==> src/hdl/amic_pkg.sv <==
// shared constants, types and codes of the motion driven ir controller
`timescale 1ns / 1ps

package amic_pkg;

  // sample and window sizing
  localparam int SAMPLE_W   = 16;
  localparam int MAX_WINDOW = 1024;
  localparam int LOG_W      = $clog2(MAX_WINDOW);
  localparam int CNT_W      = $clog2(MAX_WINDOW + 1);
  localparam int SUM_W      = SAMPLE_W + LOG_W;
  localparam int AVG_W      = SAMPLE_W;
  localparam int STEP_W     = $clog2(AVG_W + 1);

  // register widths and reset values
  localparam int THR_W = 16;
  localparam int WIN_W = 11;
  localparam int LIM_W = 8;
  localparam int WCNT_W = 8;

  localparam logic [THR_W-1:0] THR_RST    = THR_W'(410);
  localparam logic [WIN_W-1:0] WIN_RST    = WIN_W'(200);
  localparam logic [LIM_W-1:0] MLIMIT_RST = LIM_W'(5);
  localparam logic [LIM_W-1:0] SLIMIT_RST = LIM_W'(60);

  localparam logic [WCNT_W-1:0] WCNT_MAX = '1;

  localparam int ADDR_W = 4;
  localparam int DATA_W = 32;

  typedef enum logic [1:0] {
    REG_THRESH = 2'd0,
    REG_WINDOW = 2'd1,
    REG_MLIMIT = 2'd2,
    REG_SLIMIT = 2'd3
  } reg_idx_e;

  typedef enum logic [1:0] {
    IR_OFF   = 2'd0,
    IR_ON    = 2'd1,
    IR_PULSE = 2'd2
  } ir_mode_e;

  typedef enum logic [2:0] {
    ST_IDLE,
    ST_ACC,
    ST_DSTART,
    ST_DWAIT,
    ST_DECIDE
  } state_e;

  typedef struct packed {
    logic busy;
    logic done;
  } div_stat_t;

endpackage

==> src/hdl/amic_div.sv <==
// iterative restoring divider, one quotient bit per cycle
`timescale 1ns / 1ps

module amic_div import amic_pkg::*; (
  input  logic             clk_i,
  input  logic             rst_ni,
  input  logic             start_i,
  input  logic [SUM_W-1:0] dividend_i,
  input  logic [CNT_W-1:0] divisor_i,
  output div_stat_t        stat_o,
  output logic [AVG_W-1:0] quot_o
);

  logic [CNT_W-1:0]  rem_q, rem_d;
  logic [AVG_W-1:0]  quo_q, quo_d;
  logic [STEP_W-1:0] step_q, step_d;
  logic              busy_q, busy_d;
  logic              done_q, done_d;
  logic [CNT_W:0]    trial;
  logic [CNT_W:0]    diff;
  logic              ge;

  // quotient fits in AVG_W bits, so the upper dividend bits start below the divisor
  assign trial = {rem_q, quo_q[AVG_W-1]};
  assign ge    = trial >= {1'b0, divisor_i};
  assign diff  = trial - {1'b0, divisor_i};

  always_comb begin
    rem_d  = rem_q;
    quo_d  = quo_q;
    step_d = step_q;
    busy_d = busy_q;
    done_d = 1'b0;
    if (start_i) begin
      rem_d  = CNT_W'(dividend_i[SUM_W-1:AVG_W]);
      quo_d  = dividend_i[AVG_W-1:0];
      step_d = STEP_W'(AVG_W);
      busy_d = 1'b1;
    end else if (busy_q) begin
      rem_d  = ge ? diff[CNT_W-1:0] : trial[CNT_W-1:0];
      quo_d  = {quo_q[AVG_W-2:0], ge};
      step_d = step_q - STEP_W'(1);
      if (step_q == STEP_W'(1)) begin
        busy_d = 1'b0;
        done_d = 1'b1;
      end
    end
  end

  always_ff @(posedge clk_i or negedge rst_ni) begin
    if (!rst_ni) begin
      step_q <= '0;
      busy_q <= 1'b0;
      done_q <= 1'b0;
    end else begin
      step_q <= step_d;
      busy_q <= busy_d;
      done_q <= done_d;
    end
  end

  always_ff @(posedge clk_i) begin
    rem_q <= rem_d;
    quo_q <= quo_d;
  end

  assign stat_o.busy = busy_q;
  assign stat_o.done = done_q;
  assign quot_o      = quo_q;

endmodule

==> src/hdl/accel_motion_ir_control.sv <==
// top level of the motion driven ir led mode controller
`timescale 1ns / 1ps

// usage
// - input channel: one accelerometer item (x, y, z, ircut_open) per handshake,
//   accepted when in_valid_i is high and in_stall_o is low
// - items with ircut_open low are accepted without a stall and leave no trace
// - the first used item only primes the previous sample; later items add the
//   absolute per-axis change to the window sums
// - an ordinary item keeps in_stall_o high in the ST_ACC state after acceptance
// - the item that closes a window runs three serial divisions through one
//   shared restoring divider, one axis after the other, then the motion
//   decision, which waits for a free output register; in_stall_o stays high
//   from acceptance until out_valid_o rises
// - output channel: one result item per closed window, held in an output
//   register until taken; a new sample may be accepted while it waits, and
//   only a further window close waits for the output register to free up
// - apb port writes the movement threshold, the window length and both window
//   limits at byte addresses 0, 4, 8, 12; reads return the register values
// - reset restores the register defaults, clears all sums and counters and
//   sets the ir mode to on

module accel_motion_ir_control import amic_pkg::*; (
  input  logic                       clk_i,
  input  logic                       rst_ni,
  // sample channel
  input  logic                       in_valid_i,
  output logic                       in_stall_o,
  input  logic signed [SAMPLE_W-1:0] accel_x_i,
  input  logic signed [SAMPLE_W-1:0] accel_y_i,
  input  logic signed [SAMPLE_W-1:0] accel_z_i,
  input  logic                       ircut_open_i,
  // result channel
  output logic                       out_valid_o,
  input  logic                       out_stall_i,
  output logic [15:0]                avg_change_x_o,
  output logic [15:0]                avg_change_y_o,
  output logic [15:0]                avg_change_z_o,
  output logic                       compared_o,
  output logic                       motion_seen_o,
  output logic [1:0]                 ir_mode_o,
  output logic                       ir_changed_o,
  // configuration port
  input  logic                       psel,
  input  logic                       penable,
  input  logic                       pwrite,
  input  logic [ADDR_W-1:0]          paddr,
  input  logic [DATA_W-1:0]          pwdata,
  output logic [DATA_W-1:0]          prdata,
  output logic                       pready
);

  // absolute difference of two signed samples
  function automatic logic [SAMPLE_W-1:0] abs_diff(logic signed [SAMPLE_W-1:0] a,
                                                   logic signed [SAMPLE_W-1:0] b);
    logic signed [SAMPLE_W:0] ae;
    logic signed [SAMPLE_W:0] be;
    logic signed [SAMPLE_W:0] d;
    ae = {a[SAMPLE_W-1], a};
    be = {b[SAMPLE_W-1], b};
    d  = (ae > be) ? ae - be : be - ae;
    return d[SAMPLE_W-1:0];
  endfunction

  // true when two averages differ by more than the threshold
  function automatic logic moved(logic [AVG_W-1:0] a, logic [AVG_W-1:0] b,
                                 logic [THR_W-1:0] thr);
    logic [AVG_W-1:0] d;
    d = (a > b) ? a - b : b - a;
    return 32'(d) > 32'(thr);
  endfunction

  // clip a full width average to the 16 bit output
  function automatic logic [15:0] sat16(logic [AVG_W-1:0] v);
    logic [31:0] w;
    w = 32'(v);
    return (w > 32'hFFFF) ? 16'hFFFF : w[15:0];
  endfunction

  // configuration registers
  logic [THR_W-1:0] thr_q;
  logic [WIN_W-1:0] win_q;
  logic [LIM_W-1:0] mlimit_q;
  logic [LIM_W-1:0] slimit_q;
  logic             cfg_wr;

  // window state
  state_e                     state_q, state_d;
  logic signed [SAMPLE_W-1:0] smp_x_q, smp_y_q, smp_z_q;
  logic signed [SAMPLE_W-1:0] last_x_q, last_y_q, last_z_q;
  logic                       primed_q;
  logic [SUM_W-1:0]           sum_x_q, sum_y_q, sum_z_q;
  logic [CNT_W-1:0]           cnt_q;
  logic [CNT_W-1:0]           cnt_inc;
  logic [CNT_W-1:0]           win_eff;
  logic                       win_close;
  logic [AVG_W-1:0]           avg_x_q, avg_y_q, avg_z_q;
  logic [AVG_W-1:0]           old_x_q, old_y_q, old_z_q;
  logic                       have_old_q;
  logic [WCNT_W-1:0]          mw_q, sw_q;
  ir_mode_e                   led_q;
  logic [1:0]                 axis_q;

  // divider hookup
  logic             div_start;
  logic [SUM_W-1:0] div_dividend;
  div_stat_t        div_stat;
  logic [AVG_W-1:0] div_quot;

  // decision
  logic              motion;
  logic [WCNT_W-1:0] mw_n, sw_n;
  ir_mode_e          led_n;
  logic              slot_free;
  logic              commit;

  // result register
  logic       out_valid_q;
  logic [15:0] out_x_q, out_y_q, out_z_q;
  logic       out_cmp_q, out_mot_q, out_chg_q;
  ir_mode_e   out_mode_q;

  // ---------------------------------------------------------------------------
  // configuration port
  // ---------------------------------------------------------------------------
  assign pready = 1'b1;
  assign cfg_wr = psel && penable && pwrite;

  always_ff @(posedge clk_i or negedge rst_ni) begin
    if (!rst_ni) begin
      thr_q    <= THR_RST;
      win_q    <= WIN_RST;
      mlimit_q <= MLIMIT_RST;
      slimit_q <= SLIMIT_RST;
    end else if (cfg_wr) begin
      unique case (reg_idx_e'(paddr[3:2]))
        REG_THRESH: thr_q    <= pwdata[THR_W-1:0];
        REG_WINDOW: win_q    <= pwdata[WIN_W-1:0];
        REG_MLIMIT: mlimit_q <= pwdata[LIM_W-1:0];
        REG_SLIMIT: slimit_q <= pwdata[LIM_W-1:0];
        default: ;
      endcase
    end
  end

  always_comb begin
    unique case (reg_idx_e'(paddr[3:2]))
      REG_THRESH: prdata = DATA_W'(thr_q);
      REG_WINDOW: prdata = DATA_W'(win_q);
      REG_MLIMIT: prdata = DATA_W'(mlimit_q);
      REG_SLIMIT: prdata = DATA_W'(slimit_q);
      default:    prdata = '0;
    endcase
  end

  // window length clamped to 1..MAX_WINDOW
  always_comb begin
    if (win_q == '0) begin
      win_eff = CNT_W'(1);
    end else if (32'(win_q) > 32'(MAX_WINDOW)) begin
      win_eff = CNT_W'(MAX_WINDOW);
    end else begin
      win_eff = CNT_W'(win_q);
    end
  end

  assign cnt_inc   = cnt_q + CNT_W'(1);
  assign win_close = cnt_inc >= win_eff;

  // ---------------------------------------------------------------------------
  // sequencer
  // ---------------------------------------------------------------------------
  assign slot_free = !out_valid_q || !out_stall_i;

  always_comb begin
    state_d = state_q;
    unique case (state_q)
      ST_IDLE: begin
        if (in_valid_i && ircut_open_i) state_d = ST_ACC;
      end
      ST_ACC: begin
        state_d = (primed_q && win_close) ? ST_DSTART : ST_IDLE;
      end
      ST_DSTART: state_d = ST_DWAIT;
      ST_DWAIT: begin
        if (div_stat.done) state_d = (axis_q == 2'd2) ? ST_DECIDE : ST_DSTART;
      end
      ST_DECIDE: begin
        if (slot_free) state_d = ST_IDLE;
      end
      default: state_d = ST_IDLE;
    endcase
  end

  always_comb begin
    in_stall_o = 1'b1;
    div_start  = 1'b0;
    commit     = 1'b0;
    unique case (state_q)
      ST_IDLE:   in_stall_o = 1'b0;
      ST_DSTART: div_start  = 1'b1;
      ST_DECIDE: commit     = slot_free;
      default: ;
    endcase
  end

  always_ff @(posedge clk_i or negedge rst_ni) begin
    if (!rst_ni) begin
      state_q <= ST_IDLE;
    end else begin
      state_q <= state_d;
    end
  end

  // ---------------------------------------------------------------------------
  // shared divider, one axis after the other
  // ---------------------------------------------------------------------------
  always_comb begin
    case (axis_q)
      2'd0:    div_dividend = sum_x_q;
      2'd1:    div_dividend = sum_y_q;
      default: div_dividend = sum_z_q;
    endcase
  end

  amic_div u_div (
    .clk_i      (clk_i),
    .rst_ni     (rst_ni),
    .start_i    (div_start),
    .dividend_i (div_dividend),
    .divisor_i  (cnt_q),
    .stat_o     (div_stat),
    .quot_o     (div_quot)
  );

  // ---------------------------------------------------------------------------
  // motion decision and led mode
  // ---------------------------------------------------------------------------
  assign motion = have_old_q && (moved(avg_x_q, old_x_q, thr_q) ||
                                 moved(avg_y_q, old_y_q, thr_q) ||
                                 moved(avg_z_q, old_z_q, thr_q));

  always_comb begin
    mw_n  = mw_q;
    sw_n  = sw_q;
    led_n = led_q;
    if (have_old_q) begin
      if (motion) begin
        if (mw_q != WCNT_MAX) mw_n = mw_q + WCNT_W'(1);
        if (mw_n > mlimit_q) begin
          sw_n  = '0;
          led_n = IR_ON;
        end
      end else begin
        if (sw_q != WCNT_MAX) sw_n = sw_q + WCNT_W'(1);
        mw_n = '0;
      end
    end
    // still rule applies at every window, first one included
    if (sw_n > slimit_q) begin
      led_n = (led_n == IR_PULSE) ? IR_OFF : IR_PULSE;
      sw_n  = '0;
    end
  end

  // ---------------------------------------------------------------------------
  // datapath state
  // ---------------------------------------------------------------------------
  always_ff @(posedge clk_i) begin
    if (state_q == ST_IDLE && in_valid_i) begin
      smp_x_q <= accel_x_i;
      smp_y_q <= accel_y_i;
      smp_z_q <= accel_z_i;
    end
    if (state_q == ST_DWAIT && div_stat.done) begin
      case (axis_q)
        2'd0:    avg_x_q <= div_quot;
        2'd1:    avg_y_q <= div_quot;
        default: avg_z_q <= div_quot;
      endcase
    end
  end

  always_ff @(posedge clk_i or negedge rst_ni) begin
    if (!rst_ni) begin
      last_x_q   <= '0;
      last_y_q   <= '0;
      last_z_q   <= '0;
      primed_q   <= 1'b0;
      sum_x_q    <= '0;
      sum_y_q    <= '0;
      sum_z_q    <= '0;
      cnt_q      <= '0;
      old_x_q    <= '0;
      old_y_q    <= '0;
      old_z_q    <= '0;
      have_old_q <= 1'b0;
      mw_q       <= '0;
      sw_q       <= '0;
      led_q      <= IR_ON;
      axis_q     <= '0;
    end else begin
      if (state_q == ST_ACC) begin
        last_x_q <= smp_x_q;
        last_y_q <= smp_y_q;
        last_z_q <= smp_z_q;
        primed_q <= 1'b1;
        axis_q   <= '0;
        if (primed_q) begin
          sum_x_q <= sum_x_q + SUM_W'(abs_diff(smp_x_q, last_x_q));
          sum_y_q <= sum_y_q + SUM_W'(abs_diff(smp_y_q, last_y_q));
          sum_z_q <= sum_z_q + SUM_W'(abs_diff(smp_z_q, last_z_q));
          cnt_q   <= cnt_inc;
        end
      end
      if (state_q == ST_DWAIT && div_stat.done) begin
        axis_q <= axis_q + 2'd1;
      end
      if (commit) begin
        old_x_q    <= avg_x_q;
        old_y_q    <= avg_y_q;
        old_z_q    <= avg_z_q;
        have_old_q <= 1'b1;
        mw_q       <= mw_n;
        sw_q       <= sw_n;
        led_q      <= led_n;
        sum_x_q    <= '0;
        sum_y_q    <= '0;
        sum_z_q    <= '0;
        cnt_q      <= '0;
      end
    end
  end

  // ---------------------------------------------------------------------------
  // result register
  // ---------------------------------------------------------------------------
  always_ff @(posedge clk_i or negedge rst_ni) begin
    if (!rst_ni) begin
      out_valid_q <= 1'b0;
    end else if (commit) begin
      out_valid_q <= 1'b1;
    end else if (!out_stall_i) begin
      out_valid_q <= 1'b0;
    end
  end

  always_ff @(posedge clk_i) begin
    if (commit) begin
      out_x_q    <= sat16(avg_x_q);
      out_y_q    <= sat16(avg_y_q);
      out_z_q    <= sat16(avg_z_q);
      out_cmp_q  <= have_old_q;
      out_mot_q  <= motion;
      out_mode_q <= led_n;
      out_chg_q  <= led_n != led_q;
    end
  end

  assign out_valid_o    = out_valid_q;
  assign avg_change_x_o = out_x_q;
  assign avg_change_y_o = out_y_q;
  assign avg_change_z_o = out_z_q;
  assign compared_o     = out_cmp_q;
  assign motion_seen_o  = out_mot_q;
  assign ir_mode_o      = out_mode_q;
  assign ir_changed_o   = out_chg_q;

endmodule

==> config.mk <==
export PLATFORM = sky130hd
export DESIGN_NAME = accel_motion_ir_control
export DESIGN_NICKNAME = d
export VERILOG_FILES = /design/src/hdl/amic_pkg.sv /design/src/hdl/amic_div.sv /design/src/hdl/accel_motion_ir_control.sv
export SDC_FILE = /design/constraint.sdc
export NUM_CORES = 1
export LEC_CHECK = 0
export BUFFER_PORTS_ARGS = -buffer_cell sky130_fd_sc_hd__buf_2
export CAP_MARGIN = 5
export CORE_ASPECT_RATIO = 0.75
export CORE_MARGIN = 10
export CORE_UTILIZATION = 40
export CTS_BUF_LIST = sky130_fd_sc_hd__clkbuf_8
export DETAILED_ROUTE_END_ITERATION = 8
export HOLD_SLACK_MARGIN = 0.05
export PLACE_DENSITY = 0.58
export SLEW_MARGIN = 20
export SYNTH_ARGS = -nofsm -noshare
export SYNTH_HDL_FRONTEND = slang
export SYNTH_SLANG_ARGS = --single-unit
==> constraint.sdc <==
create_clock -name clk_i -period 17 [get_ports clk_i]
set_input_delay 0 -clock clk_i [delete_from_list [all_inputs] [get_ports clk_i]]
set_output_delay 0 -clock clk_i [all_outputs]
set_load 0.1 [all_outputs]
==> results of run 1 <==
-- final cells by class --
class	instances	share of cell area [%]
Clock buffer	85	3.33
Clock inverter	57	1.14
Inverter	326	3.48
Multi-Input combinational cell	2378	48.0
Sequential cell	437	33.6
Tap cell	1023	3.64
Timing Repair Buffer	312	6.77
-- cells in the mapped netlist (19+ instances only) --
library cell,instances,area (µm²)
o21ai_0,286,1430
a21o_1,118,886
a21oi_1,202,1010
edfxtp_1,175,5260
nand2_1,338,1270
o211ai_1,28,210
ha_1,328,4100
nor2b_1,37,231
nand4_1,37,231
nand2b_1,19,119
nand3_1,56,280
a211oi_1,33,248
nor3_1,52,260
buf_4,29,218
a22o_1,20,175
and3_1,35,219
mux2_2,35,394
mux2i_1,59,591
xor2_1,64,561
o21a_1,30,225
a22oi_1,22,165
clkbuf_1,84,315
a31oi_1,42,263
nor2_1,158,593
dfrtp_1,246,6160
inv_1,324,1220
xnor2_1,87,762
-- per-stage QoR --
stage                     hold WS [ns]  worst slack (ns)  util (%)
final                           0.0915              7.80      46.7
after global routing             0.106              7.10      46.7
after global placement          0.0699              7.99      42.6
after detailed placement        0.0720              8.00      42.6
after CTS                       0.0555              7.96      46.7
after floorplan                 -0.296             10.48         -
-- placed cells by master (no fill, tap or decap), types with 30 or more instances in the layout --
master / n
mux2i_1: 59
a31oi_1: 42
o21a_1: 30
nor2_1: 155
dfrtp_1: 246
xnor2_1: 87
and3_1: 35
mux2_2: 35
nand3_1: 56
clkbuf_8: 85
o21ai_0: 286
nand4_1: 37
ha_1: 328
a21o_1: 118
nor2b_1: 37
edfxtp_1: 175
a21oi_1: 201
a211oi_1: 33
xor2_1: 64
buf_2: 143
nor3_1: 50
nand2_1: 336
inv_1: 352
dlygate4sd3_1: 147
-- report_power, final --
| part | internal, µW | switching (µW) |
|---|---|---|
| clock | 541 | 480 |
| combinational | 1510 | 2160 |
| sequential | 1390 | 231 |
| total | 3440 | 2870 |
-- critical path, delay by kind of cell, from the launching register on --
| kind | cells | cell delay (ns) |
|---|---|---|
| muxes | 1 | 0.38 |
| DFF | 1 | 0.50 |
| adders and majority gates | 3 | 1.10 |
| AOI/OAI and AO/OA | 18 | 5.60 |
| and+or+nand+nor | 5 | 1.28 |
| xor gates and xnor gates | 1 | 0.17 |
| buffers and inverters | 1 | 0.09 |
-- metal layers --
metal	part of all wire, %	global-route usage [%]	up-vias
li1	-	-	12112
met1	51	26.9	11362
met2	42	27.1	560
met3	5.3	3.10	92
met4	1.8	4.16	0
met5	0	0	-
-- cells by family after synthesis --
group                    count (synthesis)  synth area share, %
AO/OA/AOI/OAI                          931                 19.2
XOR/XNOR                               151                 4.34
adder cells (fa/ha/maj)                344                 14.5
buffers and inverters                  461                 6.14
flip-flops                             437                 38.8
multiplexers                           104                 3.92
other                                    2               0.0247
AND/OR/NAND/NOR                        831                 13.0
-- worst max path at each step --
stage	slack, ns	start	end
floorplan	10.48	avg_y_q[0]	sw_q[3]
finish	7.80	avg_y_q[12]	sw_q[3]
global route	7.10	avg_y_q[12]	sw_q[3]
detailed placement	8.00	avg_y_q[11]	sw_q[3]
global placement	7.99	avg_y_q[12]	sw_q[3]
CTS	7.96	avg_y_q[11]	sw_q[3]
==> flow_metrics.env, run 1 <==
export IMPL_status="finished clean"
export IMPL_max_cap_violations=0
export IMPL_synth_seq_area_share_pct=38.8
export IMPL_drive_gt1_share_pct=10.9
export IMPL_dp_cells=4328
export IMPL_max_freq_mhz=109
export IMPL_ctsHtreeMaxLevel=3
export IMPL_clock_latency_ns=0.71
export IMPL_hold_viol=0
export IMPL_antenna_found_initial=0
export IMPL_placed_cell_area_um2=32100
export IMPL_drc_errors=0
export IMPL_ff2ff_path_depth=29
export IMPL_insertedDiodeCount=0
export IMPL_fp_dieW_um=339
export IMPL_cts_tree="done"
export IMPL_cp_max_fo=22
export IMPL_grt_pass1_wl_um=130000
export IMPL_ys_ff_latch=437
export IMPL_slew_headroom_pct=31.7
export IMPL_viasPerCell=5.22
export IMPL_synth_edff_count=175
export IMPL_initial_core_util_pct=40.4
export IMPL_drt_iter0_drc=1814
export IMPL_reg2reg_from="avg_y_q[12]"
export IMPL_reg2reg_slack_ns=7.80
export IMPL_finalNonFillerCells=4618
export IMPL_wl_um=81300
export IMPL_slew_violations=0
export IMPL_wl_per_cell_um=17.6
export IMPL_total_power_uw=6310
export IMPL_cts_hold_fix_buffers=148
export IMPL_worst_pin_slew_ns=1.02
export IMPL_setup_tns_final_ns=0
export IMPL_hold_depth=4
export IMPL_cts_made_buffers=76
export IMPL_fin_crit_sh_pct=54.1
export IMPL_arrival_ns=9.81
export IMPL_yosys_warnings=0
export IMPL_via_count=24126
export IMPL_cts_resized=0
export IMPL_nets=3967
export IMPL_top_regs="sum_x_q x26, sum_y_q x26, sum_z_q x26"
export IMPL_cts_sinks=437
export IMPL_worstHoldStart="in_valid_i"
export IMPL_regArea_um2=11800
export IMPL_io_pins=180
export IMPL_end_kind="flip-flop"
export IMPL_netlist_area_um2=30500
export IMPL_gr_total_overflow=0
export IMPL_critPathKind="flip-flop to flip-flop"
export IMPL_slowest_delay_ns=0.74
export IMPL_gp_congestion=0.886
export IMPL_postCtsSetupBuffers=0
export IMPL_power_density_nw_per_um2=179
export IMPL_setup_viol=0
export IMPL_crit_path_top_delay_cell="o211a_1"
export IMPL_synth_cell_types=96
export IMPL_rows=87
export IMPL_die_area_um2=87700
export IMPL_grt_usage_pct=18.1
export IMPL_portBuffers=144
export IMPL_hpwlAfterDp_um=59200
export IMPL_ant_nets=0
export IMPL_reg2reg_to="sw_q[3]"
export IMPL_multi_input_area_um2=16900
export IMPL_min_period_ns=9.20
export IMPL_hold_end="smp_x_q[12]"
export IMPL_postLayoutCellArea_um2=35200
export IMPL_finalClockSkew_ns=0.0545
export IMPL_rsz0062_at_grt="no"
export IMPL_async_reset_ff_share_pct=59.7
export IMPL_first_pass_iters=5
export IMPL_num_fill_cells=7235
export IMPL_syn_inst=3261
export IMPL_grt_max_degree=99
export IMPL_grt_pass1_vias=23265
export IMPL_area_growth_syn_to_layout_pct=15.5
export IMPL_power_leakage_uw=0.0162
export IMPL_synth_avg_cell_area_um2=9.34
export IMPL_die_h_um=259
export IMPL_clk_path_buf_depth=3
export IMPL_ir_drop_v=0.0000858
export IMPL_coreArea_um2=75300
export IMPL_required_ns=17.61
export IMPL_cp_start_kind="flip-flop"
export IMPL_hp_class="input port to flip-flop"
export IMPL_synthFlopType="dfrtp_1"
export IMPL_clk_pin_slew_worst_paths_ns=0.06
export IMPL_root_buffer="clkbuf_8"
(Power assumes the default switching activity.)
==> run 2, diff against run 1 <==
- clock period: 17 -> 9.56 ns (I/O delays scaled with it)
==> run 2 against run 1 <==
  * Combinational power rose by 78%
  * Worst setup slack got worse by 6.5 ns
  * Critical path depth rose by 1
  * Critical path type unchanged
  * Critical endpoint unchanged
  * Highest routed layer unchanged
==> flow_metrics.env, run 2 (synthesis gave the netlist of run 1 again) <==
export IMPL_viasPerCell=5.23
export IMPL_via_count=24134
export IMPL_cts_resized=0
export IMPL_p_switching_uw=5100
export IMPL_gp_congestion=0.865
export IMPL_ir_drop_v=0.000169
export IMPL_portBuffers=144
export IMPL_cts_hold_fix_buffers=149
export IMPL_mostFrequentLayoutCells="355 x inv_1, 336 x nand2_1, 328 x ha_1"
export IMPL_initial_core_util_pct=40.4
export IMPL_power_density_nw_per_um2=316
export IMPL_slew_headroom_pct=27.9
export IMPL_drive_gt1_share_pct=10.7
export IMPL_area_growth_syn_to_layout_pct=15.2
export IMPL_final_common_cell="inv_1"
export IMPL_clk_path_buf_depth=3
export IMPL_clock_latency_ns=0.69
export IMPL_min_period_ns=8.21
export IMPL_worst_pin_slew_ns=1.08
export IMPL_die_h_um=259
export IMPL_nets=3970
export IMPL_critPathKind="flip-flop to flip-flop"
export IMPL_clk_pin_slew_worst_paths_ns=0.06
export IMPL_postCtsSetupBuffers=0
export IMPL_drc_errors=0
export IMPL_p_comb_share_pct=58.8
export IMPL_hpwlAfterDp_um=60100
export IMPL_slew_violations=0
export IMPL_total_power_uw=11100
export IMPL_io_pins=180
export IMPL_grt_pass1_wl_um=130000
export IMPL_antenna_found_initial=1
export IMPL_root_buffer="clkbuf_8"
export IMPL_cp_max_fo=14
export IMPL_cts_tree="done"
export IMPL_placed_cell_area_um2=32100
export IMPL_dp_slack_ns=1.49
export IMPL_gr_total_overflow=0
export IMPL_p_int_uw=6000
export IMPL_cts_made_buffers=75
export IMPL_first_pass_iters=6
export IMPL_pwr_share_clk_pct=15.0
export IMPL_rsz0062_at_grt="no"
export IMPL_fp_dieW_um=339
export IMPL_grt_pass1_vias=23310
export IMPL_cts_sinks=437
export IMPL_status="finished clean"
export IMPL_grt_max_degree=100
export IMPL_slowest_delay_ns=0.73
export IMPL_crit_path_top_delay_cell="a21oi_2"
export IMPL_setup_tns_final_ns=0
export IMPL_required_ns=10.19
export IMPL_setup_viol=0
export IMPL_fin_crit_sh_pct=85.9
export IMPL_setup_ws_ns=1.35
export IMPL_insertedDiodeCount=0
export IMPL_top_regs="sum_x_q x26, sum_y_q x26, sum_z_q x26"
export IMPL_switching_share_pct=46.0
export IMPL_ant_nets=0
export IMPL_cp_start_kind="flip-flop"
export IMPL_postLayoutCellArea_um2=35100
export IMPL_p_seq_share_pct=26.2
export IMPL_hp_class="input port to flip-flop"
export IMPL_end_kind="flip-flop"
export IMPL_drt_iter0_drc=1609
export IMPL_power_leakage_uw=0.0162
export IMPL_coreArea_um2=75300
export IMPL_die_area_um2=87700
export IMPL_grt_usage_pct=18.2
export IMPL_finalClockSkew_ns=0.0329
export IMPL_wl_um=81600
export IMPL_ctsHtreeMaxLevel=3
export IMPL_max_freq_mhz=122
export IMPL_wl_per_cell_um=17.7
export IMPL_max_cap_violations=0
export IMPL_hold_viol=0
export IMPL_rows=87
export IMPL_arrival_ns=8.84
[run 2: cell count changes in the layout (fill, tap and decap cells not counted), sizes merged]
cell,previous run,this run
buf,165,168
bufinv,5,1
clkbuf,85,83
clkinv,20,18
clkinvlp,2,1
dlygate4sd3,147,148
inv,356,361
[run 2: per-stage QoR]
step           instances  hold slack [ns]  utilization, %
2_1_floorplan       3276           -0.296               -
3_3_place_gp        4331           0.0156            42.6
3_5_place_dp        4331           0.0232            42.6
4_1_cts             4618           0.0582            46.6
5_1_grt             4618           0.0955            46.6
6_report            4618           0.0955            46.6
[run 2: per-layer routing]
metal,track usage [%],vias to the layer above,wire [µm]
met5,0,-,0
met4,4.75,0,1740
met3,3.07,98,4040
met2,26.9,528,34400
met1,27.0,11396,41400
li1,-,12112,-
[run 2: cell type report]
cell class / count / area [µm²]
clock buffers: 83 / 1140
clock inverters: 55 / 305
fillers: 7251 / 40200
inverters: 326 / 1220
multi-input cells: 2378 / 16900
flip-flops and latches: 437 / 11800
well taps: 1023 / 1280
repair buffers: 316 / 2410
[run 2: path summary, 6_finish.rpt]
check,startpoint,cells past startpoint,to,slack (ns)
setup / recovery,avg_y_q[9],30,sw_q[3],1.35
hold / removal,in_valid_i,4,smp_x_q[11],0.1
setup reg to reg,avg_y_q[9],30,sw_q[3],1.35
hold reg to reg,avg_y_q[11],0,avg_change_y_o[11],0.47
max in group asynchronous,rst_ni,5,last_z_q[1],7.29
min in group asynchronous,rst_ni,3,win_q[3],0.44
[run 2: power by group through the flow]
stage	registers [µW]	logic (µW)	clock network, µW
4_1_cts	2910	6520	1730
3_5_place_dp	2940	6420	0
2_1_floorplan	2730	5120	0
5_1_grt	2960	7400	1810
3_3_place_gp	2930	6370	0
6_report	2900	6530	1670
[run 2: critical path, delay by kind of cell (launching register included)]
kind                       cells  cell delay, ns
buffers and inverters          2            0.28
and+or+nand+nor                5            1.20
AOI/OAI and AO/OA             18            4.65
adders and majority gates      3            1.03
DFF                            1            0.44
muxes                          1            0.36
xor gates and xnor gates       1            0.17
==> run 3, diff against run 2 <==
- CORE_MARGIN: 10 -> unset
- RECOVER_POWER: unset -> 100
==> run 3 against run 2 <==
  * Global-route usage up 2.5 points
  * Clock-buffer cell count grew 3
  * Register-to-register slack worse by 0.30 ns
  * Power is 0.50% higher
  * Via count shrank 0.43%
  * Worst setup slack lost 0.30 ns
  * Die area is 12% lower
  * Final cell count barely moved
  * Largest cell class unchanged
  * Final area decreased by 0.59%
  * Maximum frequency down 3.5%
  * The run now ends with max-capacitance violations, max-slew violations left
==> flow_metrics.env, run 3 (synthesis gave the netlist of run 1 again) <==
export IMPL_status="finished, violations left"
export IMPL_violations="max-capacitance violations, max-slew violations"
export IMPL_critPathKind="flip-flop to flip-flop"
export IMPL_cp_max_fo=14
export IMPL_drive_gt1_share_pct=7.74
export IMPL_regArea_um2=11800
export IMPL_slew_headroom_pct=-189
export IMPL_wl_per_cell_um=17.4
export IMPL_mostFrequentLayoutCells="355 x inv_1, 337 x nand2_1, 328 x ha_1"
export IMPL_first_pass_iters=5
export IMPL_grt_pass1_vias=22630
export IMPL_cts_hold_fix_buffers=146
export IMPL_top_regs="sum_x_q x26, sum_y_q x26, sum_z_q x26"
export IMPL_wl_um=80100
export IMPL_drt_iter0_drc=1703
export IMPL_die_h_um=241
export IMPL_power_leakage_uw=0.0159
export IMPL_setup_tns_final_ns=0
export IMPL_worst_pin_slew_ns=4.34
export IMPL_finalNonFillerCells=4617
export IMPL_insertedDiodeCount=0
export IMPL_multi_input_area_um2=16800
export IMPL_ir_drop_v=0.000173
export IMPL_p_int_uw=6070
export IMPL_cts_resized=0
export IMPL_cts_sinks=437
export IMPL_max_cap_violations=15
export IMPL_hold_worst_slack_ns=0.113
export IMPL_fin_crit_sh_pct=89.0
export IMPL_power_density_nw_per_um2=320
export IMPL_clk_pin_slew_worst_paths_ns=0.06
export IMPL_cts_tree="done"
export IMPL_antenna_found_initial=0
export IMPL_num_fill_cells=7238
export IMPL_required_ns=10.17
export IMPL_p_seq_share_pct=26.0
export IMPL_via_count=24031
export IMPL_arrival_ns=9.12
export IMPL_slew_violations=785
export IMPL_end_kind="flip-flop"
export IMPL_coreArea_um2=75200
export IMPL_pwr_share_clk_pct=15.9
export IMPL_drc_errors=0
export IMPL_cts_made_buffers=76
export IMPL_hold_viol=0
export IMPL_root_buffer="clkbuf_8"
export IMPL_min_period_ns=8.51
export IMPL_clock_latency_ns=0.70
export IMPL_finalClockSkew_ns=0.0334
export IMPL_initial_core_util_pct=40.5
export IMPL_hp_class="input port to flip-flop"
export IMPL_p_switching_uw=5090
export IMPL_dp_cells=4332
export IMPL_p_comb_share_pct=58.1
export IMPL_ctsHtreeMaxLevel=3
export IMPL_cp_start_kind="flip-flop"
export IMPL_io_pins=180
export IMPL_switching_share_pct=45.6
export IMPL_setup_viol=0
export IMPL_die_area_um2=77300
export IMPL_fp_dieW_um=321
export IMPL_clk_path_buf_depth=3
export IMPL_crit_path_top_delay_cell="a21oi_1"
export IMPL_postLayoutCellArea_um2=34900
export IMPL_grt_pass1_wl_um=126000
export IMPL_gp_congestion=0.910
export IMPL_grt_max_degree=99
export IMPL_rsz0062_at_grt="no"
export IMPL_max_freq_mhz=118
export IMPL_hpwlAfterDp_um=58400
export IMPL_area_growth_syn_to_layout_pct=14.5
export IMPL_portBuffers=144
export IMPL_ant_nets=0
export IMPL_grt_usage_pct=20.6
export IMPL_gr_total_overflow=0
export IMPL_rows=87
export IMPL_slowest_delay_ns=1.08
export IMPL_final_common_cell="inv_1"
export IMPL_postCtsSetupBuffers=0
export IMPL_viasPerCell=5.20
export IMPL_nets=3969
export IMPL_placed_cell_area_um2=32100
[run 3: cell count changes in the layout (fill, tap and decap cells not counted), sizes merged]
cell / previous run / this run
buf: 168 / 76
bufinv: 1 / 4
clkbuf: 83 / 179
clkinv: 18 / 12
clkinvlp: 1 / 3
dlygate4sd3: 148 / 145
inv: 361 / 360
[run 3: critical path: cells and delay by family, from the launching register on]
| kind | cells | cell delay (ns) |
|---|---|---|
| compound gates | 18 | 4.88 |
| simple gates | 5 | 1.26 |
| fa+ha+maj | 3 | 1.04 |
| buf+inv | 2 | 0.29 |
| flops | 1 | 0.45 |
| mux | 2 | 0.51 |
[run 3: cell type report]
| cell class | instances | area share [%] |
|---|---|---|
| clock buffer | 86 | 3.39 |
| tap | 1023 | 3.67 |
| inverter | 326 | 3.51 |
| timing repair buffer | 314 | 6.29 |
| sequential | 437 | 33.9 |
| clock inverter | 53 | 1.03 |
| multi-input combinational | 2378 | 48.2 |
[run 3: per-layer routing]
metal | vias to the layer above | wire (µm) | GRT usage [%]
met3 | 95 | 3470 | 3.34
met1 | 11311 | 41600 | 30.9
met5 | - | 0 | 0
met2 | 507 | 33600 | 30.8
li1 | 12118 | - | -
met4 | 0 | 1530 | 4.86
[run 3: final timing paths]
path / start / end / slack, ns / depth (start not counted)
max reg2reg: avg_y_q[9] / sw_q[7] / 1.05 / 30
min: pwdata[1] / mlimit_q[1] / 0.11 / 4
min in group asynchronous: rst_ni / slimit_q[3] / 1.00 / 3
min reg2reg: primed_q / primed_q / 0.48 / 1
max: avg_y_q[9] / sw_q[7] / 1.05 / 30
max in group asynchronous: rst_ni / sum_y_q[5] / 2.73 / 5
[run 3: power by group through the flow]
| stage | Sequential, µW | Clock [µW] | Combinational, µW |
|---|---|---|---|
| after floorplan | 2730 | 0 | 5120 |
| after global placement | 2930 | 0 | 6360 |
| after detailed placement | 2940 | 0 | 6410 |
| after CTS | 2900 | 1830 | 6500 |
| after global routing | 2960 | 1910 | 7280 |
| final | 2900 | 1770 | 6480 |
[run 3: per-stage QoR]
step / power (µW) / setup WS, ns / utilization (%)
final: 11200 / 1.05 / 46.4
after global routing: 12100 / 0.535 / 46.4
after CTS: 11200 / 1.53 / 46.7
after floorplan: 7850 / 3.04 / -
after detailed placement: 9350 / 1.57 / 42.7
after global placement: 9280 / 1.60 / 42.7
